--- src/design/nsm_pkg.sv ---
// shared types and constants of the naive string matcher
`default_nettype none

package nsm_pkg;

    localparam logic [1:0] OP_LOAD    = 2'd0;
    localparam logic [1:0] OP_TEXT    = 2'd1;
    localparam logic [1:0] OP_RESTART = 2'd2;

    // compare flags and-ed per group in the first reduce stage
    localparam int NSM_GROUP = 8;

    typedef struct packed {
        logic [1:0] op;
        logic [7:0] byte_value;
        logic [6:0] pattern_slot;
    } nsm_in_t;

    typedef struct packed {
        logic        match_found;
        logic [31:0] match_start;
        logic [31:0] match_total;
    } nsm_out_t;

    typedef logic [7:0] nsm_cfg_t;

    typedef struct packed {
        logic       shift;
        logic       clear;
        logic       load_eq;
        logic       rot_up;
        logic       rot_dn;
        logic [7:0] byte_value;
    } nsm_cell_ctl_t;

    typedef struct packed {
        logic        text;
        logic        restart;
        logic        guard;
        logic [31:0] start;
    } nsm_side_t;

endpackage

`default_nettype wire

--- src/design/nsm_reduce.sv ---
// registered first level of the and-tree over the cell compare flags
`default_nettype none

module nsm_reduce #(
    parameter int WIDTH = 128
) (
    input  logic                                                  clk,
    input  logic                                                  en,
    input  logic [WIDTH-1:0]                                      eq_in,
    output logic [(WIDTH+nsm_pkg::NSM_GROUP-1)/nsm_pkg::NSM_GROUP-1:0] part
);
    import nsm_pkg::*;

    localparam int NG = (WIDTH + NSM_GROUP - 1) / NSM_GROUP;

    logic [NG*NSM_GROUP-1:0] pad;
    logic [NG-1:0]           part_next;
    logic [NG-1:0]           part_reg;

    always_comb
    begin
        pad = '1;
        pad[WIDTH-1:0] = eq_in;
        for (int g = 0; g < NG; g++)
        begin
            part_next[g] = &pad[g*NSM_GROUP +: NSM_GROUP];
        end
    end

    always_ff @(posedge clk)
    begin
        if (en)
        begin
            part_reg <= part_next;
        end
    end

    assign part = part_reg;

endmodule

`default_nettype wire

--- config.mk ---
export PLATFORM = sky130hd
export DESIGN_NAME = nsm_reduce
export DESIGN_NICKNAME = d
export VERILOG_FILES = /design/src/design/nsm_pkg.sv /design/src/design/nsm_reduce.sv
export SDC_FILE = /design/constraint.sdc
export NUM_CORES = 1
export LEC_CHECK = 0
export BUFFER_PORTS_ARGS = -buffer_cell sky130_fd_sc_hd__buf_4
export CELL_PAD_IN_SITES_DETAIL_PLACEMENT = 0
export CELL_PAD_IN_SITES_GLOBAL_PLACEMENT = 1
export CORE_MARGIN = 2
export CORE_UTILIZATION = 15
export DETAILED_ROUTE_END_ITERATION = 16
export PLACE_DENSITY_LB_ADDON = 0.1
export SLEW_MARGIN = 20
export SYNTH_ARGS = -nofsm -noshare
export SYNTH_HDL_FRONTEND = slang
export SYNTH_SLANG_ARGS = --single-unit
export TNS_END_PERCENT = 5
--- constraint.sdc ---
create_clock -name clk -period 0.95 [get_ports clk]
set_input_delay 0.1425 -clock clk [delete_from_list [all_inputs] [get_ports clk]]
set_output_delay 0.1425 -clock clk [all_outputs]
set_load 0.03 [all_outputs]
# ---- After elaboration in Yosys (flattened, before gate mapping)
# Index checks and enable logic that the tools add are counted.
dict set report classes {
  n_addsub 0
  bitwise 0
  n_eq_ne 0
  div 0
  mux 0
  n_mul 0
  shift 0
  order_cmp 0
  reduce_logical 16
}
# operator n
set ops {}
lappend ops {{8-bit AND reduction} 16}
dict set report totals {
  inputBits 130
  latchBits 0
  reg_bits 16
  mem_bits_ro 0
  output_inout_bits 16
  ram_bits 0
  n_memories 0
}

# ---- Depth between registers and ports, before layout
dict set report depth {
  ltp_word 1
  ltp_mapped 2
}

# ---- Worst setup path after synthesis
# No wires, ideal clock.
dict set report synth_timing {
  path_type {register to output}
  startpoint {register part_reg[0], in the netlist part[0]}
  endpoint {output part[0] (netlist name)}
  path_stages_with_launch 1
  slack_ps 312
  required_ps 808
  arrival_ps 496
  n_path_buf 0
  cell_sequence {edfxtp_1}
}
# item line
set synth_lines {}
lappend synth_lines {{start: declaration} nsm_reduce.sv:18} ;# logic [NG-1:0] part_reg;
lappend synth_lines {{start signal: assignment} nsm_reduce.sv:34} ;# part_reg <= part_next;
lappend synth_lines {{end: declaration} nsm_reduce.sv:10} ;# output logic [(WIDTH+nsm_pkg::NSM_GROUP-1)/nsm_pkg::NSM_GROUP-1:0] part
# No word-level cell between the ends.

# ---- Final worst setup path
dict set report layout_timing {
  startpoint {register part_reg[11], in the netlist part[11]}
  endpoint {output part[11] (netlist name)}
}
# No word-level cell between the ends.

==> metrics.cfg <==
[die]
initial_core_util_pct=15.6
rows=25
core_region_area_sq_mm=0.00475
die_x_um=74.3
die_h_um=74.3
die_area_sq_mm=0.00552
ios=146

[final_layout]
drive_gt1_share_pct=69.5
largest_reg_flops=16
finish.instance_area_sq_mm=0.00200
layoutNonFillerInstCount=280
nNetsFinal=344
area_growth_pct=170
final_cell_mix=133 x buf_4, 32 x nand4_1, 16 x nor2_1, 16 x edfxtp_1, 12 x buf_6
diodes=0
layout_commonest_cell=buf_4

[global_route]
grt_pass1_wl_mm=4.58
grt_overflow=0
grt_max_degree=17
grt_pass1_vias=1230
grt_use_total_pct=11.2
antenna_found_initial=0

[power_and_ir_drop]
leakage_nw=0.914
peakVddDrop_mv=0.490
finalPower_mw=1.94
p_per_area_mw_per_mm2=967

[logic_synthesis]
synthAdderAreaFrac_pct=0
syn_area_sq_um=741
synth_top_family_by_area=simple AND/OR/NAND/NOR gates
yosys.area_share.simple_pct=35.1
synth_xor_area_share_pct=0
synth.mux.area_fraction_pct=0
yosysWarningCount=0
synthCells=64
yosysSeqAreaShare_pct=64.9
synth-compound-area-share_pct=0
syn_nets=194
ys_types=3
ys_ff_latch=16
syn_avg_cell_area_sq_um=11.6

[sta]
fmax_ghz=1.06
slew_headroom_pct=85.2
worst_hold_slack_ps=229
worstMarginPinSlew_ps=223
final.setup.tns_ps=0
rsz0062_at_grt=yes
finalSetupViolCount=0
final_hold_viol_count=0
report.final.slew_viol_count=0
finalCritPeriodShare_pct=99.2
layout_min_cycle_time_ps=942

[clock_network]
post_cts_buffers=0
clkSinkCount=16
cts_root_buf=clkbuf_8
cts_buffers=3
ctsHoldBuffers=0
clockBufferDepth=2
cts_tree=done
cts_resized=3
clk_pin_slew_ps=70
h-tree-depth=1

[critical_path]
cpMaxStageDelayCell=edfxtp_1
end_kind=primary output
max_stage_delay_ps=400
path_class=flip-flop to primary output
crit_chain=buf_6
timing.critical_path.buf_inv=1
arrival_ps=800
required_ps=810
cp_max_fo=1
cp-start-kind=flip-flop
critical_path.startpoint=part[11]$_DFFE_PP_
cp_top_family=flip-flops

[placed_design]
placed_area_sq_mm=0.00191
dp.cells=276
gp_congestion=0.742
portBuffers=145
dp_hpwl_mm=2.91

[route]
finalWirelength_mm=3.35
wire_per_inst_um=12.0
vias_per_cell=4.18
drc=0
drtIter0Drc=19
drt-pass1-iter-count=4
ant_nets=0
routed-via-count=1170

[hold_path]
hold_path.class=input port to flip-flop
min_from=eq_in[81]
min_to=part[10]$_DFFE_PP_
holdPathStages=3

[status]
status=complete, no violations

[flow_run]
maxCapViolations=0

-- cells in the mapped netlist (all sizes together) --
cell	instances	area [sq um]
nand4	32	200
edfxtp	16	480
nor2	16	60.1
-- cell type report --
| cell class | count | area, sq um |
|---|---|---|
| Clock inverter | 1 | 3.75 |
| Fill cell | 491 | 2750 |
| Multi-Input combinational cell | 48 | 260 |
| Timing Repair Buffer | 145 | 1130 |
| Tap cell | 67 | 83.8 |
| Sequential cell | 16 | 480 |
| Clock buffer | 3 | 41.3 |
-- cell families (layout without fill, tap and decap cells) --
group,after synthesis,in the layout
simple gates,48,48
flops,16,16
buf+inv,0,149
-- per-stage QoR --
step / setup WS (ps) / utilization (%)
3_5_place_dp: 240 / 40.2
5_1_grt: -28.6 / 42.1
3_3_place_gp: 238 / 40.2
6_report: 7.99 / 42.1
2_1_floorplan: 312 / -
4_1_cts: 0.575 / 41.4
-- power breakdown --
part	leakage (nW)	total (mW)	internal (mW)	switching [mW]
clock	0.0231	0.523	0.286	0.237
sequential	0.152	0.827	0.812	0.0150
combinational	0.739	0.588	0.404	0.184
total	0.914	1.94	1.50	0.436
-- per-layer routing --
metal | global-route usage (%) | up-vias | share of wire (%)
met5 | 0 | - | 0
met4 | 6.55 | 0 | 3.0
met3 | 3.25 | 8 | 17
met2 | 22.7 | 105 | 51
met1 | 9.33 | 488 | 28
li1 | - | 569 | -
-- worst max path at each step --
stage | depth (start not counted) | to
global route | 1 | part[11]
global placement | 1 | part[5]$_DFFE_PP_
finish | 1 | part[11]
floorplan | 0 | part[0]
detailed placement | 1 | part[5]$_DFFE_PP_
CTS | 1 | part[15]
(Power assumes the default switching activity.)
