===== src/design/nsm_pkg.sv =====
// shared types and constants of the naive string matcher
`default_nettype none

package nsm_pkg;

    localparam logic [1:0] OP_LOAD    = 2'd0;
    localparam logic [1:0] OP_TEXT    = 2'd1;
    localparam logic [1:0] OP_RESTART = 2'd2;

    // compare flags and-ed per group in the first reduce stage
    localparam int NSM_GROUP = 8;

    typedef struct packed {
        logic [1:0] op;
        logic [7:0] byte_value;
        logic [6:0] pattern_slot;
    } nsm_in_t;

    typedef struct packed {
        logic        match_found;
        logic [31:0] match_start;
        logic [31:0] match_total;
    } nsm_out_t;

    typedef logic [7:0] nsm_cfg_t;

    typedef struct packed {
        logic       shift;
        logic       clear;
        logic       load_eq;
        logic       rot_up;
        logic       rot_dn;
        logic [7:0] byte_value;
    } nsm_cell_ctl_t;

    typedef struct packed {
        logic        text;
        logic        restart;
        logic        guard;
        logic [31:0] start;
    } nsm_side_t;

endpackage

`default_nettype wire


===== src/design/nsm_cell.sv =====
// one cell: window byte, aligned pattern byte and registered compare flag
`default_nettype none

module nsm_cell (
    input  logic                   clk,
    input  logic                   rst_n,
    input  nsm_pkg::nsm_cell_ctl_t ctl,
    input  logic                   active,
    input  logic                   pat_wr,
    input  logic [7:0]             win_in,
    input  logic [7:0]             pat_prev,
    input  logic [7:0]             pat_nxt,
    output logic [7:0]             win_out,
    output logic [7:0]             pat_out,
    output logic                   eq
);
    import nsm_pkg::*;

    logic [7:0] win_reg;
    logic [7:0] win_next;
    logic [7:0] pat_reg;
    logic [7:0] pat_next;
    logic       eq_reg;

    always_comb
    begin
        win_next = win_reg;
        if (ctl.clear)
        begin
            win_next = 8'd0;
        end
        else if (ctl.shift)
        begin
            win_next = win_in;
        end
    end

    always_comb
    begin
        pat_next = pat_reg;
        if (pat_wr)
        begin
            pat_next = ctl.byte_value;
        end
        else if (ctl.rot_up)
        begin
            pat_next = pat_prev;
        end
        else if (ctl.rot_dn)
        begin
            pat_next = pat_nxt;
        end
    end

    always_ff @(posedge clk or negedge rst_n)
    begin
        if (!rst_n)
        begin
            win_reg <= 8'd0;
        end
        else
        begin
            win_reg <= win_next;
        end
    end

    // compare against the byte this cell holds after the shift
    always_ff @(posedge clk)
    begin
        pat_reg <= pat_next;
        if (ctl.load_eq)
        begin
            eq_reg <= !active || (win_in == pat_reg);
        end
    end

    assign win_out = win_reg;
    assign pat_out = pat_reg;
    assign eq      = eq_reg;

endmodule

`default_nettype wire


===== config.mk =====
export PLATFORM = sky130hd
export DESIGN_NAME = nsm_cell
export DESIGN_NICKNAME = d
export VERILOG_FILES = /design/src/design/nsm_pkg.sv /design/src/design/nsm_cell.sv
export SDC_FILE = /design/constraint.sdc
export NUM_CORES = 1
export LEC_CHECK = 0
export BUFFER_PORTS_ARGS = -buffer_cell sky130_fd_sc_hd__buf_2
export CAP_MARGIN = 20
export CORE_ASPECT_RATIO = 1.1
export CORE_MARGIN = 2
export CORE_UTILIZATION = 43
export DETAILED_ROUTE_END_ITERATION = 7
export GPL_TIMING_DRIVEN = 0
export PLACE_DENSITY = 0.83
export SLEW_MARGIN = 20
export SYNTH_ARGS = -nofsm -noshare
export SYNTH_HDL_FRONTEND = slang
export SYNTH_SLANG_ARGS = --single-unit

===== constraint.sdc =====
create_clock -name clk -period 1.75 [get_ports clk]
set_input_delay 0.35 -clock clk [delete_from_list [all_inputs] [get_ports clk]]
set_output_delay 0.35 -clock clk [all_outputs]
set_load 0.01 [all_outputs]

Word level (Yosys, flattened, before mapping) --
Cells that the tools add are included. Widths: inputs -> output; s select.
Cells by class: shift operators 0, multiply operators 0, reduce and logical (&&, ||, !) cells 4, eq/ne operators 1, order comparisons 0, divide/modulo/power cells 0, bitwise operators 0, $add $sub $neg 0, multiplexer cells 5
Operators by type and width (number):
- $mux 8 | 5
- $eq 8x8->1 | 1
- $reduce_bool 3->1 | 1
- $reduce_bool 2->1 | 1
- $logic_not 1->1 | 1
- $logic_or 1x1->1 | 1
Storage, ports and cells: register bits after elaboration 17, input bits 41, memories 0, bits in latches 0, output and inout port bits 17, RAM bits 0, logic and storage cells 13, memory bits (read-only) 0

Depth between registers and ports, before layout --
depth in word-level cells 3, gate-level depth with buffers 3, mapped depth without buffers 3

Worst setup path before layout --
Ideal clock, no wire load.
kind in2reg, start point input port ctl[9] (netlist name), end point register pat_reg[0] (netlist: pat_out[0]), enable pin, path slack 0.489 ns, stages 2, data arrival time 0.967 ns, path buffers 1, data required time 1.456 ns, library setup time 0.294 ns, cells stage by stage buf_6 or3_1
Between the ends: longest elaborated chain between the ends 1
Ends and longest elaborated chain:
- start, declared | line nsm_cell.sv:7 | input nsm_pkg::nsm_cell_ctl_t ctl,
- $reduce_bool 3->1 (no source line)
- end signal, assigned | line nsm_cell.sv:70 | pat_reg <= pat_next;
- end, declared | line nsm_cell.sv:21 | logic [7:0] pat_reg;
Every way passes these cells. A chain may end at the register's enable or synchronous reset.

Final worst setup path --
start point register pat_reg[4] (netlist: pat_out[4]), end point output port pat_out[4]
RTL lines:
- end, declared | line nsm_cell.sv:14 | output logic [7:0] pat_out,
No word-level cell between the ends.

==> impl_metrics.env <==
export IMPL_relSlewSlack_pct=77.1
export IMPL_antenna_cells=0
export IMPL_fin_cells=159
export IMPL_postSynthAreaPerCell_sq_um=11.7
export IMPL_path_cells="buf_2"
export IMPL_synth_nets=114
export IMPL_coreArea_sq_mm=0.00182
export IMPL_holdPathStages=1
export IMPL_clk_pin_slew_ps=90
export IMPL_die_height_um=50.7
export IMPL_synth_top_area_share_pct=31.7
export IMPL_rsz0062_at_grt="false"
export IMPL_synth_area_leaders="edfxtp_1, dfrtp_1, mux2i_1"
export IMPL_grt_pass1_vias=728
export IMPL_crit_cells=1
export IMPL_start_util_pct=46.8
export IMPL_grt_max_degree=11
export IMPL_yosysMostFrequentCell="mux2i_1"
export IMPL_drive_gt1_share_pct=45.5
export IMPL_cpMaxStageDelayCell="edfxtp_1"
export IMPL_timing_fmax_mhz=823
export IMPL_power_density_mw_per_mm2=730
export IMPL_status="complete, no violations"
export IMPL_final_hold_viol_count=0
export IMPL_fin_tns_setup_ps=0
export IMPL_design_area_sq_mm=0.00119
export IMPL_clock_sinks=17
export IMPL_grt_pass1_wl_mm=2.88
export IMPL_yosys_top_cells_count="mux2i_1, edfxtp_1, o21ai_0"
export IMPL_cts_buffer_depth=2
export IMPL_synth_ff_type="edfxtp_1"
export IMPL_busiest_layer="met2"
export IMPL_wl_per_cell_um=11.1
export IMPL_yosys_warnings=0
export IMPL_fin_crit_ps=1220
export IMPL_final_antenna_net_count=0
export IMPL_grt_overflow_total=0
export IMPL_die_width_um=46.4
export IMPL_synth_seq_area_share_pct=55.2
export IMPL_min_delay_path_class="input port to register"
export IMPL_maxSlewViolCount=0
export IMPL_top_level_ports=58
export IMPL_async_flop_share_pct=47.1
export IMPL_gp_congestion=0.791
export IMPL_antenna_found_initial=0
export IMPL_cp_arrival_ps=870
export IMPL_num_vias=740
export IMPL_dpl_instance_area_sq_mm=0.00116
export IMPL_drc=0
export IMPL_routed_wl_mm=1.77
export IMPL_synth_area_leader_cell="edfxtp_1"
export IMPL_ff2ff_setup_slack_ps=770
export IMPL_root_buffer="clkbuf_4"
export IMPL_fin_util_pct=65.5
export IMPL_worstPathMaxFanout=2
export IMPL_startpoint_type="register"
export IMPL_postSynthCellCount=73
export IMPL_worstSetupEndpoint="pat_out[4]"
export IMPL_crit_family="flip-flops"
export IMPL_fillers=151
export IMPL_synth_edf_count=9
export IMPL_r2r_end="eq"
export IMPL_rr_worst_depth=3
export IMPL_detailed_place_hpwl_mm=1.52
export IMPL_ys_seq_elements=17
export IMPL_die_area_sq_mm=0.00235
export IMPL_end_kind="output pin"
export IMPL_dr_first_iter_drc_count=4
export IMPL_h_tree_depth=1
export IMPL_cp_startpoint="pat_out[4]"
export IMPL_placedCellCount=154
export IMPL_fin_crit_sh_pct=69.5
export IMPL_clock_latency_ps=280
export IMPL_worst_pin_slew_ps=343
export IMPL_yosysUniqueCellTypes=13
export IMPL_grtUsageMet1_pct=17.5
export IMPL_power_mw=0.870
export IMPL_rows=16
export IMPL_post_cts_buffers=0
export IMPL_slowest_delay_ps=420
export IMPL_clock_skew_ps=2.22
export IMPL_crit_type="register to output pin"
export IMPL_cp_required_ps=1400
export IMPL_vias_per_cell=4.65
export IMPL_layout_nets=174
export IMPL_use_met3_pct=3.60
export IMPL_gr_usage_met2_pct=31.5
export IMPL_drt_first_pass_iters=2
export IMPL_flow_area_growth_from_synthesis_pct=39.9
export IMPL_max_cap_violations=0
export IMPL_p_leak_nw=0.615
export IMPL_place_port_buffers=54
export IMPL_worst_r2r_startpoint="pat_out[4]"
export IMPL_track_usage_pct=17.3
export IMPL_peakVddDrop_mv=0.415
export IMPL_netlist_area_sq_um=852
export IMPL_cts_tree="yes"
export IMPL_critPathBufInv=1
export IMPL_cts_made_buffers=3
export IMPL_finalSetupViolCount=0
metal layers:
layer,share of wire (%),up-vias
met5,0,-
met4,0.57,0
met3,10,2
met2,51,47
met1,38,320
li1,-,371
where the power goes:
part           switching, mW  internal [mW]  leakage [nW]
Combinational         0.0884          0.102         0.399
Clock                  0.112         0.0884        0.0150
Sequential            0.0195          0.460         0.201
Total                  0.220          0.650         0.615
timing repair:
action | 4_1_cts | 5_1_grt
resized for setup | 0 | 0
hold endpoints to repair | 8 | 0
hold buffers | 1 | 0
placed cells by master, fill, tap and decap left out, types with 2 or more instances in the layout:
| cell type | n |
|---|---|
| xnor2_1 | 8 |
| o21ai_0 | 9 |
| dfrtp_1 | 8 |
| nand4_1 | 2 |
| edfxtp_1 | 9 |
| nand2_1 | 8 |
| mux2i_1 | 16 |
| buf_2 | 55 |
| nor2_1 | 8 |
| clkbuf_4 | 3 |
per-stage QoR:
step / hold slack (ps) / setup WS, ps
floorplan: 54.4 / 489
global placement: 195 / 454
detailed placement: 207 / 436
CTS: 250 / 524
global route: 243 / 488
finish: 262 / 534
cell families after synthesis:
| group | synth area share, % |
|---|---|
| multiplexers | 18.8 |
| AND/OR/NAND/NOR | 9.25 |
| buffers and inverters | 3.23 |
| flip-flops | 55.2 |
| XOR/XNOR | 8.22 |
| AO/OA/AOI/OAI | 5.29 |
area by class of cell:
| class | count | area [sq um] | share of cell area (%) |
|---|---|---|---|
| Buffer | 4 | 27.5 | 2.31 |
| Clock buffer | 4 | 26.3 | 2.20 |
| Multi-Input combinational cell | 52 | 354 | 29.7 |
| Sequential cell | 17 | 470 | 39.5 |
| Tap cell | 27 | 33.8 | 2.83 |
| Timing Repair Buffer | 55 | 280 | 23.5 |
worst min-delay path by stage:
| stage | startpoint | to | slack, ps |
|---|---|---|---|
| after detailed placement | rst_n | win_out[7] | 210 |
| after floorplan | rst_n | win_out[0] | 50 |
| after global routing | ctl[10] | eq | 240 |
| after global placement | rst_n | win_out[2] | 190 |
| final | ctl[10] | eq | 260 |
| after CTS | ctl[10] | eq | 250 |
No activity file was read; power rests on OpenSTA's default activity.
